File: src/rtl/rtt_pkg.sv
// Package for the retransmit timer table.
// Table size, field widths, operation codes and configuration register indexes.
// Depends on nothing; used by the top level, its checker and the testbench.
`timescale 1ns / 1ps

package rtt_pkg;

  localparam int TABLE_SLOTS = 8;
  localparam int SLOT_W      = (TABLE_SLOTS > 1) ? $clog2(TABLE_SLOTS) : 1;

  localparam int SEQ_W     = 32;
  localparam int TIME_W    = 32;
  localparam int RETRY_W   = 8;
  localparam int FUNC_W    = 2;
  localparam int CFG_IDX_W = 2;
  localparam int CFG_DAT_W = 32;

  localparam int S_TDATA_W = SEQ_W + TIME_W;
  localparam int M_TDATA_W = SEQ_W;

  localparam logic [TIME_W-1:0]  TIMEOUT_RESET = TIME_W'(1000);
  localparam logic [RETRY_W-1:0] RETRY_RESET   = RETRY_W'(3);

  typedef enum logic [FUNC_W-1:0] {
    FN_REGISTER = 2'd0,
    FN_ACK      = 2'd1,
    FN_CHECK    = 2'd2
  } func_t;

  localparam logic [CFG_IDX_W-1:0] CFG_TIMEOUT = CFG_IDX_W'(0);
  localparam logic [CFG_IDX_W-1:0] CFG_RETRY   = CFG_IDX_W'(1);

  typedef enum logic [2:0] {
    ST_IDLE = 3'b001,
    ST_SCAN = 3'b010,
    ST_DONE = 3'b100
  } state_t;

endpackage

File: src/rtl/retransmit_timer_table.sv
// Retransmit timer table: top level.
// Uses rtt_pkg for sizes, operation codes and register indexes.
//
// Usage:
//   Input channel s_axis_*: tuser carries the operation (register, acknowledge,
//   check timeouts), tdata carries the sequence number and the current time.
//   Output channel m_axis_*: one item per input item; tuser is the status
//   (0 ok, 1 error), tdata the sequence number to resend on a good check.
//   Configuration channel cfg_*: index 0 timeout, index 1 retry limit; it is
//   always ready. The user must write it only while the table is idle; the
//   block does not enforce this. An item walks the slots one per cycle
//   through a single sequence compare and one 32-bit elapsed-time subtract
//   and compare. It stops at the slot that settles it or at the last slot;
//   the result is registered, then loaded into the output register once
//   that is free. One item is in work at a time; the next is taken once the
//   previous result sits in the output register.
//   Reset clears all valid bits and loads the register defaults; slot
//   contents are not cleared. When the receiver stalls, the result is held
//   in the output register and one more item may be scanned, then the table
//   waits until the output register frees up.
`timescale 1ns / 1ps

module retransmit_timer_table (
  input  logic                              clk,
  input  logic                              rst,
  input  logic                              s_axis_tvalid,
  output logic                              s_axis_tready,
  // [31:0] sequence_req, [63:32] time_now
  input  logic [rtt_pkg::S_TDATA_W-1:0]     s_axis_tdata,
  // [1:0] func
  input  logic [rtt_pkg::FUNC_W-1:0]        s_axis_tuser,
  output logic                              m_axis_tvalid,
  input  logic                              m_axis_tready,
  // [31:0] resend_sequence
  output logic [rtt_pkg::M_TDATA_W-1:0]     m_axis_tdata,
  // [0] result_status
  output logic                              m_axis_tuser,
  input  logic                              cfg_valid,
  output logic                              cfg_ready,
  input  logic [rtt_pkg::CFG_IDX_W-1:0]     cfg_index,
  input  logic [rtt_pkg::CFG_DAT_W-1:0]     cfg_data
);

  rtt_pkg::state_t state;

  logic [rtt_pkg::TIME_W-1:0]  timeout_limit;
  logic [rtt_pkg::RETRY_W-1:0] retry_limit;

  logic [rtt_pkg::FUNC_W-1:0]  op_func;
  logic [rtt_pkg::SEQ_W-1:0]   op_seq;
  logic [rtt_pkg::TIME_W-1:0]  op_now;
  logic [rtt_pkg::SLOT_W-1:0]  idx;

  logic                        res_status;
  logic [rtt_pkg::SEQ_W-1:0]   res_seq;

  logic [rtt_pkg::TABLE_SLOTS-1:0] ent_valid;
  logic [rtt_pkg::SEQ_W-1:0]   ent_seq     [rtt_pkg::TABLE_SLOTS];
  logic [rtt_pkg::TIME_W-1:0]  ent_sent    [rtt_pkg::TABLE_SLOTS];
  logic [rtt_pkg::RETRY_W-1:0] ent_retries [rtt_pkg::TABLE_SLOTS];

  // current slot and the shared compare unit
  logic                        cur_valid;
  logic [rtt_pkg::SEQ_W-1:0]   cur_seq;
  logic [rtt_pkg::RETRY_W-1:0] cur_retries;
  logic [rtt_pkg::TIME_W-1:0]  elapsed;
  logic                        expired;
  logic                        last_slot;

  logic                        scan_done;
  logic                        scan_status;
  logic [rtt_pkg::SEQ_W-1:0]   scan_seq;
  logic                        wr_load;
  logic                        wr_bump;
  logic                        wr_clear;

  logic                        in_accept;
  logic                        out_free;

  assign cfg_ready     = 1'b1;
  assign s_axis_tready = (state == rtt_pkg::ST_IDLE);
  assign in_accept     = s_axis_tvalid && s_axis_tready;
  assign out_free      = !m_axis_tvalid || m_axis_tready;

  assign cur_valid   = ent_valid[idx];
  assign cur_seq     = ent_seq[idx];
  assign cur_retries = ent_retries[idx];
  assign elapsed     = op_now - ent_sent[idx];
  assign expired     = (elapsed >= timeout_limit);
  assign last_slot   = (idx == rtt_pkg::SLOT_W'(rtt_pkg::TABLE_SLOTS - 1));

  // per-slot decision of the sequencer
  always_comb begin
    scan_done   = 1'b0;
    scan_status = 1'b1;
    scan_seq    = '0;
    wr_load     = 1'b0;
    wr_bump     = 1'b0;
    wr_clear    = 1'b0;
    unique case (rtt_pkg::func_t'(op_func))
      rtt_pkg::FN_REGISTER: begin
        if (!cur_valid) begin
          wr_load     = 1'b1;
          scan_done   = 1'b1;
          scan_status = 1'b0;
        end else begin
          scan_done = last_slot;
        end
      end
      rtt_pkg::FN_ACK: begin
        if (cur_valid && (cur_seq == op_seq)) begin
          wr_clear    = 1'b1;
          scan_done   = 1'b1;
          scan_status = 1'b0;
        end else begin
          scan_done = last_slot;
        end
      end
      rtt_pkg::FN_CHECK: begin
        if (cur_valid && expired && (cur_retries >= retry_limit)) begin
          wr_clear  = 1'b1;    // out of retries: drop quietly, keep scanning
          scan_done = last_slot;
        end else if (cur_valid && expired) begin
          wr_bump     = 1'b1;
          scan_done   = 1'b1;
          scan_status = 1'b0;
          scan_seq    = cur_seq;
        end else begin
          scan_done = last_slot;
        end
      end
      default: begin
        scan_done = 1'b1;
      end
    endcase
  end

  always_ff @(posedge clk) begin
    if (rst) begin
      timeout_limit <= rtt_pkg::TIMEOUT_RESET;
      retry_limit   <= rtt_pkg::RETRY_RESET;
    end else if (cfg_valid && cfg_ready) begin
      unique case (cfg_index)
        rtt_pkg::CFG_TIMEOUT: timeout_limit <= cfg_data[rtt_pkg::TIME_W-1:0];
        rtt_pkg::CFG_RETRY:   retry_limit   <= cfg_data[rtt_pkg::RETRY_W-1:0];
        default: ;
      endcase
    end
  end

  always_ff @(posedge clk) begin
    if (rst) begin
      state <= rtt_pkg::ST_IDLE;
      idx   <= '0;
    end else begin
      unique case (state)
        rtt_pkg::ST_IDLE: begin
          if (in_accept) begin
            idx   <= '0;
            state <= rtt_pkg::ST_SCAN;
          end
        end
        rtt_pkg::ST_SCAN: begin
          if (scan_done) begin
            state <= rtt_pkg::ST_DONE;
          end else begin
            idx <= idx + rtt_pkg::SLOT_W'(1);
          end
        end
        rtt_pkg::ST_DONE: begin
          if (out_free) begin
            state <= rtt_pkg::ST_IDLE;
          end
        end
        default: state <= rtt_pkg::ST_IDLE;
      endcase
    end
  end

  always_ff @(posedge clk) begin
    if (in_accept) begin
      op_func <= s_axis_tuser;
      op_seq  <= s_axis_tdata[rtt_pkg::SEQ_W-1:0];
      op_now  <= s_axis_tdata[rtt_pkg::S_TDATA_W-1:rtt_pkg::SEQ_W];
    end
    if ((state == rtt_pkg::ST_SCAN) && scan_done) begin
      res_status <= scan_status;
      res_seq    <= scan_seq;
    end
  end

  always_ff @(posedge clk) begin
    if (rst) begin
      ent_valid <= '0;
    end else if (state == rtt_pkg::ST_SCAN) begin
      if (wr_load) begin
        ent_valid[idx] <= 1'b1;
      end else if (wr_clear) begin
        ent_valid[idx] <= 1'b0;
      end
    end
  end

  always_ff @(posedge clk) begin
    if (state == rtt_pkg::ST_SCAN) begin
      if (wr_load) begin
        ent_seq[idx]     <= op_seq;
        ent_sent[idx]    <= op_now;
        ent_retries[idx] <= '0;
      end else if (wr_bump) begin
        ent_sent[idx]    <= op_now;
        ent_retries[idx] <= cur_retries + rtt_pkg::RETRY_W'(1);
      end
    end
  end

  always_ff @(posedge clk) begin
    if (rst) begin
      m_axis_tvalid <= 1'b0;
    end else if ((state == rtt_pkg::ST_DONE) && out_free) begin
      m_axis_tvalid <= 1'b1;
    end else if (m_axis_tready) begin
      m_axis_tvalid <= 1'b0;
    end
  end

  always_ff @(posedge clk) begin
    if ((state == rtt_pkg::ST_DONE) && out_free) begin
      m_axis_tuser <= res_status;
      m_axis_tdata <= res_seq;
    end
  end

endmodule

File: config.mk
export PLATFORM = sky130hd
export DESIGN_NAME = retransmit_timer_table
export DESIGN_NICKNAME = d
export VERILOG_FILES = /design/src/rtl/rtt_pkg.sv /design/src/rtl/retransmit_timer_table.sv
export SDC_FILE = /design/constraint.sdc
export NUM_CORES = 1
export LEC_CHECK = 0
export ABC_AREA = 1
export BUFFER_PORTS_ARGS = -buffer_cell sky130_fd_sc_hd__buf_2
export CAP_MARGIN = 20
export CORE_ASPECT_RATIO = 1.75
export CORE_MARGIN = 8
export CORE_UTILIZATION = 35
export CTS_BUF_LIST = sky130_fd_sc_hd__clkbuf_4
export DETAILED_ROUTE_END_ITERATION = 10
export GPL_TIMING_DRIVEN = 0
export PLACE_DENSITY = 0.58
export SYNTH_ARGS = -nofsm -noshare
export SYNTH_HDL_FRONTEND = slang
export SYNTH_SLANG_ARGS = --single-unit
File: constraint.sdc
create_clock -name clk -period 17.05 [get_ports clk]
set_input_delay 2.5575 -clock clk [delete_from_list [all_inputs] [get_ports clk]]
set_output_delay 2.5575 -clock clk [all_outputs]
set_load 0.1 [all_outputs]
# After elaboration in Yosys (flattened, before gate mapping)

Memories as Yosys holds them, arrays and structs flattened. A register that Yosys moved wholly into a read port is not among the register bits.
Index checks and enable logic that the tools add are counted.
Widths: inputs -> output; s select.

Reduce and logical (&&, ||, !) cells: 20
Bitwise logic cells: 7
$lt $le $gt $ge: 4
$add $sub $neg: 3
Multiplexer cells: 48
Equal/unequal tests: 12

Operators by type and width:

| kind                | number |
|---|---|
| $mux 3              | 11 |
| $eq 32x32->1        | 1 |
| $ge 32x32->1        | 1 |
| $mux 32             | 1 |
| $sub 32x32->32      | 1 |
| $mux 1              | 26 |
| $mux 8              | 3 |
| $pmux 3 s3          | 1 |
| $add 8x1->8 const B | 1 |
| $and 8x8->8         | 1 |
| $ge 8x8->1          | 1 |
| $not 8->8           | 1 |
| $or 8x8->8          | 1 |
| $logic_and 1x1->1   | 7 |
| $eq 3x3->1 const B  | 2 |
| $ne 2x2->1 const B  | 3 |
| $pmux 1 s3          | 2 |
| $pmux 3 s2          | 1 |
| $reduce_and 2->1    | 3 |
| $reduce_and 3->1    | 2 |
| $reduce_bool 2->1   | 3 |
| $eq 2x1->1 const B  | 2 |
| $logic_not 2->1     | 2 |
| $lt 3x4->1 const B  | 1 |
| 14 further kinds    | 16 |

Output and inout port bits: 36
Memories kept: 3
Bits in registers: 187
Input port bits: 105
Bits in writable memories: 576
Logic and storage cells: 110

Memories:

| name        | words | bits a word | read ports | clocked after Yosys merged registers in | write ports | line                         | text |
|---|---|---|---|---|---|---|---|
| ent_sent    | 8     | 32          | 1          | 1                                       | 1           | retransmit_timer_table.sv:59 | `logic [rtt_pkg::TIME_W-1:0] ent_sent [rtt_pkg::TABLE_SLOTS];` |
| ent_seq     | 8     | 32          | 1          | 1                                       | 1           | retransmit_timer_table.sv:58 | `logic [rtt_pkg::SEQ_W-1:0] ent_seq [rtt_pkg::TABLE_SLOTS];` |
| ent_retries | 8     | 8           | 1          | 1                                       | 1           | retransmit_timer_table.sv:60 | `logic [rtt_pkg::RETRY_W-1:0] ent_retries [rtt_pkg::TABLE_SLOTS];` |

# Logic depth before layout (Yosys ltp)

Depth after elaboration: 11
Depth in mapped cells: 38
Depth with buffers taken out: 32

# Worst setup path after synthesis

Ideal clock, no wire load.

Path type: register -> register
From: reg with a tool-made name
To: mem ent_retries[0][0] (netlist name) (enable)
Arrival: 6.859 ns
Clock period less this slack: 7.297 ns
Path buffers: 7
Stages on the path, launching flop included: 33
Setup time: 0.437 ns
Data required time: 16.613 ns
Path slack: 9.753 ns
Cells stage by stage: dfxtp_1 -> buf_4 -> buf_6 -> buf_4 -> buf_4 -> buf_4 -> buf_2 -> clkbuf_1 -> nor2_1 -> o221ai_1 -> o21ai_0 -> ha_1 -> a21oi_1 -> nand2_1 -> a21oi_1 -> o21bai_1 -> a21oi_1 -> o21ai_0 -> a21boi_0 -> o21ai_0 -> nand2_1 -> nand2_1 -> nand2_1 -> nand2_1 -> ha_1 -> nand2_1 -> nor4_1 -> nand4_1 -> nand3_1 -> nand4_1 -> nor2_1 -> nor2_1 -> nor2_1

RTL lines:

| what          | line |
|---|---|
| end, declared | retransmit_timer_table.sv:60 |

==> flow_summary.yaml <==
floorplanning:
  io_pins: 141
  core-area_um2: 92600
  core.rowCount: 148
  fp.dieW_um: 247
  die-area_um2: 103000
  initial_utilization: 0.352
  fp.dieH_um: 419
timing:
  fmax_ghz: 0.105
  drv_slew: 0
  fin_tns_setup_ns: 0
  layout_min_cycle_time_ns: 9.53
  rsz0062_at_grt: "no"
  tightest_slew_ns: 1.01
  hold_viol: 0
  final.period_utilization: 0.559
  setup_viol: 0
  fin_skew_ns: 0.102
  max_slew_margin: 0.326
cells_and_area:
  drive_above_1_share: 0.161
  syn_to_final_growth_pct: 16.2
  final_nets: 3372
  finalCoreUtilization: 0.409
placement:
  dp_hpwl_mm: 68.6
  gp_congestion: 0.947
  port_buffers: 139
drt:
  drcViolationCount: 0
  vias: 22707
  ant_nets: 0
  drtIter0Drc: 1464
  drt_pre_antenna_iters: 5
  wl_mm: 96.3
  drt-wirelength-per-cell_um: 21.2
  viasPerCell: 5.00
clock_tree:
  cts.sinks: 766
  cts_tree: "yes"
  htree_levels: 4
  ctsHoldBuffers: 0
  cts.root.buffer_cell: "clkbuf_4"
  cts_buffers: 182
  path_clk_slew_ns: 0.06
  insertion_delay_ns: 1.16
  ctsResizeCount: 0
  post_cts_buffers: 0
  max-clock-path-buffers: 3
worst_hold_path:
  hold_path_class: "flop to flop"
  hold_depth: 0
  hold_start: "res_seq[10]$_SDFFCE_PP0P_"
  holdPathEnd: "m_axis_tdata[10]$_DFFE_PP_"
setup_path:
  worst_path_most_repeated_cell: "o21ai_0"
  end_kind: "flop"
  cp.arrival_ns: 10.32
  critPathKind: "flop to flop"
  reg2reg_setup_slack_ns: 7.52
  reg2reg_to: "ent_retries[3][0]$_DFFE_PP_"
  cp_max_fo: 22
  cpPeakStageDelay_ns: 0.73
  critical-path-slowest-cell: "clkbuf_1"
  required_ns: 17.84
  r2r.worst_path.cells: 29
  startpoint_type: "flop"
synthesis:
  synth_top_area_cell: "edfxtp_1"
  synth_nets: 3027
  async_reset_ff_frac: 0
  synth_seq_cells: 766
  postSynthCellCount: 2842
  synth_area_um2: 32600
  post_synth_most_frequent_cells: "edfxtp_1, nand2_1, nor2_1, o21ai_0, inv_1"
  synth_edf_count: 708
  synth_area_leaders: "edfxtp_1, nand2_1, nor2_1"
  synthDistinctLibCells: 47
  synth.most_common_cell: "edfxtp_1"
  ys_seq_area_frac: 0.689
  synth.avg_cell_area_um2: 11.5
  yosys.area.top_type_share: 0.653
  synth_ff_type: "edfxtp_1"
  yosys_warnings: 0
pwr:
  power_uw: 4440
  cellPowerDensity_nw_per_um2: 117
  peakVddDrop_mv: 0.0669
  leakagePower_uw: 0.0142
global_route:
  grt_max_degree: 45
  antenna_found_initial: 8
  track_usage: 0.184
  overflow: 0
  grt_pass1_vias: 23094
  grt_pass1_wl_mm: 140
status:
  status: "finished clean"
run:
  max_cap_viol_count: 0
-- layer usage --
layer	global-route usage	wire length [um]
met5	0	13
met4	0.105	4650
met3	0.0380	5600
met2	0.347	52200
met1	0.185	33800
-- stage by stage --
step / worst slack (ns) / hold WS, ns / cells / area [um2]
3_3_place_gp: 4.81 / 0.400 / 4181 / 34800
2_1_floorplan: 9.75 / 0.400 / 2842 / 32600
4_1_cts: 7.47 / 0.413 / 4530 / 37800
3_5_place_dp: 7.51 / 0.405 / 4203 / 35400
5_1_grt: 6.93 / 0.425 / 4536 / 37800
6_report: 7.52 / 0.412 / 4538 / 37800
-- cells by family (layout without fill, tap and decap cells) --
family                   Yosys count  in the layout  share of synthesized area
AND/OR/NAND/NOR                 1030           1030                      0.129
flip-flops                       766            766                      0.689
AO/OA/AOI/OAI                    536            536                     0.0912
buffers and inverters            395            883                     0.0512
adder cells (fa/ha/maj)           80             80                     0.0310
XOR/XNOR                          33             33                    0.00888
other                              1              9                   0.000115
multiplexers                       1              1                   0.000307
-- critical path: cells and delay by family (launching register included) --
kind | cells | cell delay [ns]
adders and majority gates | 2 | 0.68
xor gates and xnor gates | 1 | 0.11
buffers and inverters | 7 | 2.65
DFF | 1 | 0.33
AOI/OAI and AO/OA | 11 | 2.76
and+or+nand+nor | 8 | 2.61
-- power by group --
part	leakage (uW)	switching [uW]	internal (uW)
combinational	0.00601	503	238
sequential	0.00673	39.0	2080
clock	0.00145	743	829
total	0.0142	1280	3150
-- registers in the layout, indices dropped and copies added (netlist names), named ones only --
register       count
m_axis_tdata      32
idx                3
ent_sent         256
op_now            32
res_status         1
timeout_limit     32
state              3
op_seq            32
op_func            2
ent_retries       64
m_axis_tvalid      1
retry_limit        8
res_seq           32
m_axis_tuser       1
ent_seq          256
-- worst max-delay path by stage --
stage	start	to
2_1_floorplan	flop	ent_retries[0][0]$_DFFE_PP_
3_3_place_gp	flop	ent_sent[2][23]$_DFFE_PP_
3_5_place_dp	flop	ent_sent[3][27]$_DFFE_PP_
4_1_cts	flop	ent_retries[3][6]$_DFFE_PP_
5_1_grt	flop	ent_retries[3][5]$_DFFE_PP_
6_report	flop	ent_retries[3][0]$_DFFE_PP_
-- cells in the final DEF (no fill, tap or decap), drive strengths merged, types with 2 or more instances in the layout --
cell type	count
ha	79
o21a	6
nand3	152
buf	217
nor3	18
clkbuf	332
dfxtp	58
a21boi	3
a21o	2
diode	8
clkinv	54
o22ai	45
xor2	25
a31oi	7
xnor2	8
inv	272
or2	5
and3	2
nor3b	2
edfxtp	708
nand3b	12
bufinv	8
o21ai	304
nor2	403
nand4	6
o21bai	5
nand2	427
nor4	3
o211ai	17
a221oi	4
a21oi	110
o221ai	30
-- layout make-up --
cell class                      count  area (um2)
Tap cell                         1200        1500
Clock inverter                     66         493
Multi-Input combinational cell   1681        8600
Fill cell                        8966       54800
Buffer                            127         662
Timing Repair Buffer              161        1160
Inverter                          268        1010
Clock buffer                      261        1960
Antenna cell                        8        20.0
Sequential cell                   766       22400
Note: power is estimated with default switching activity, not from simulation.
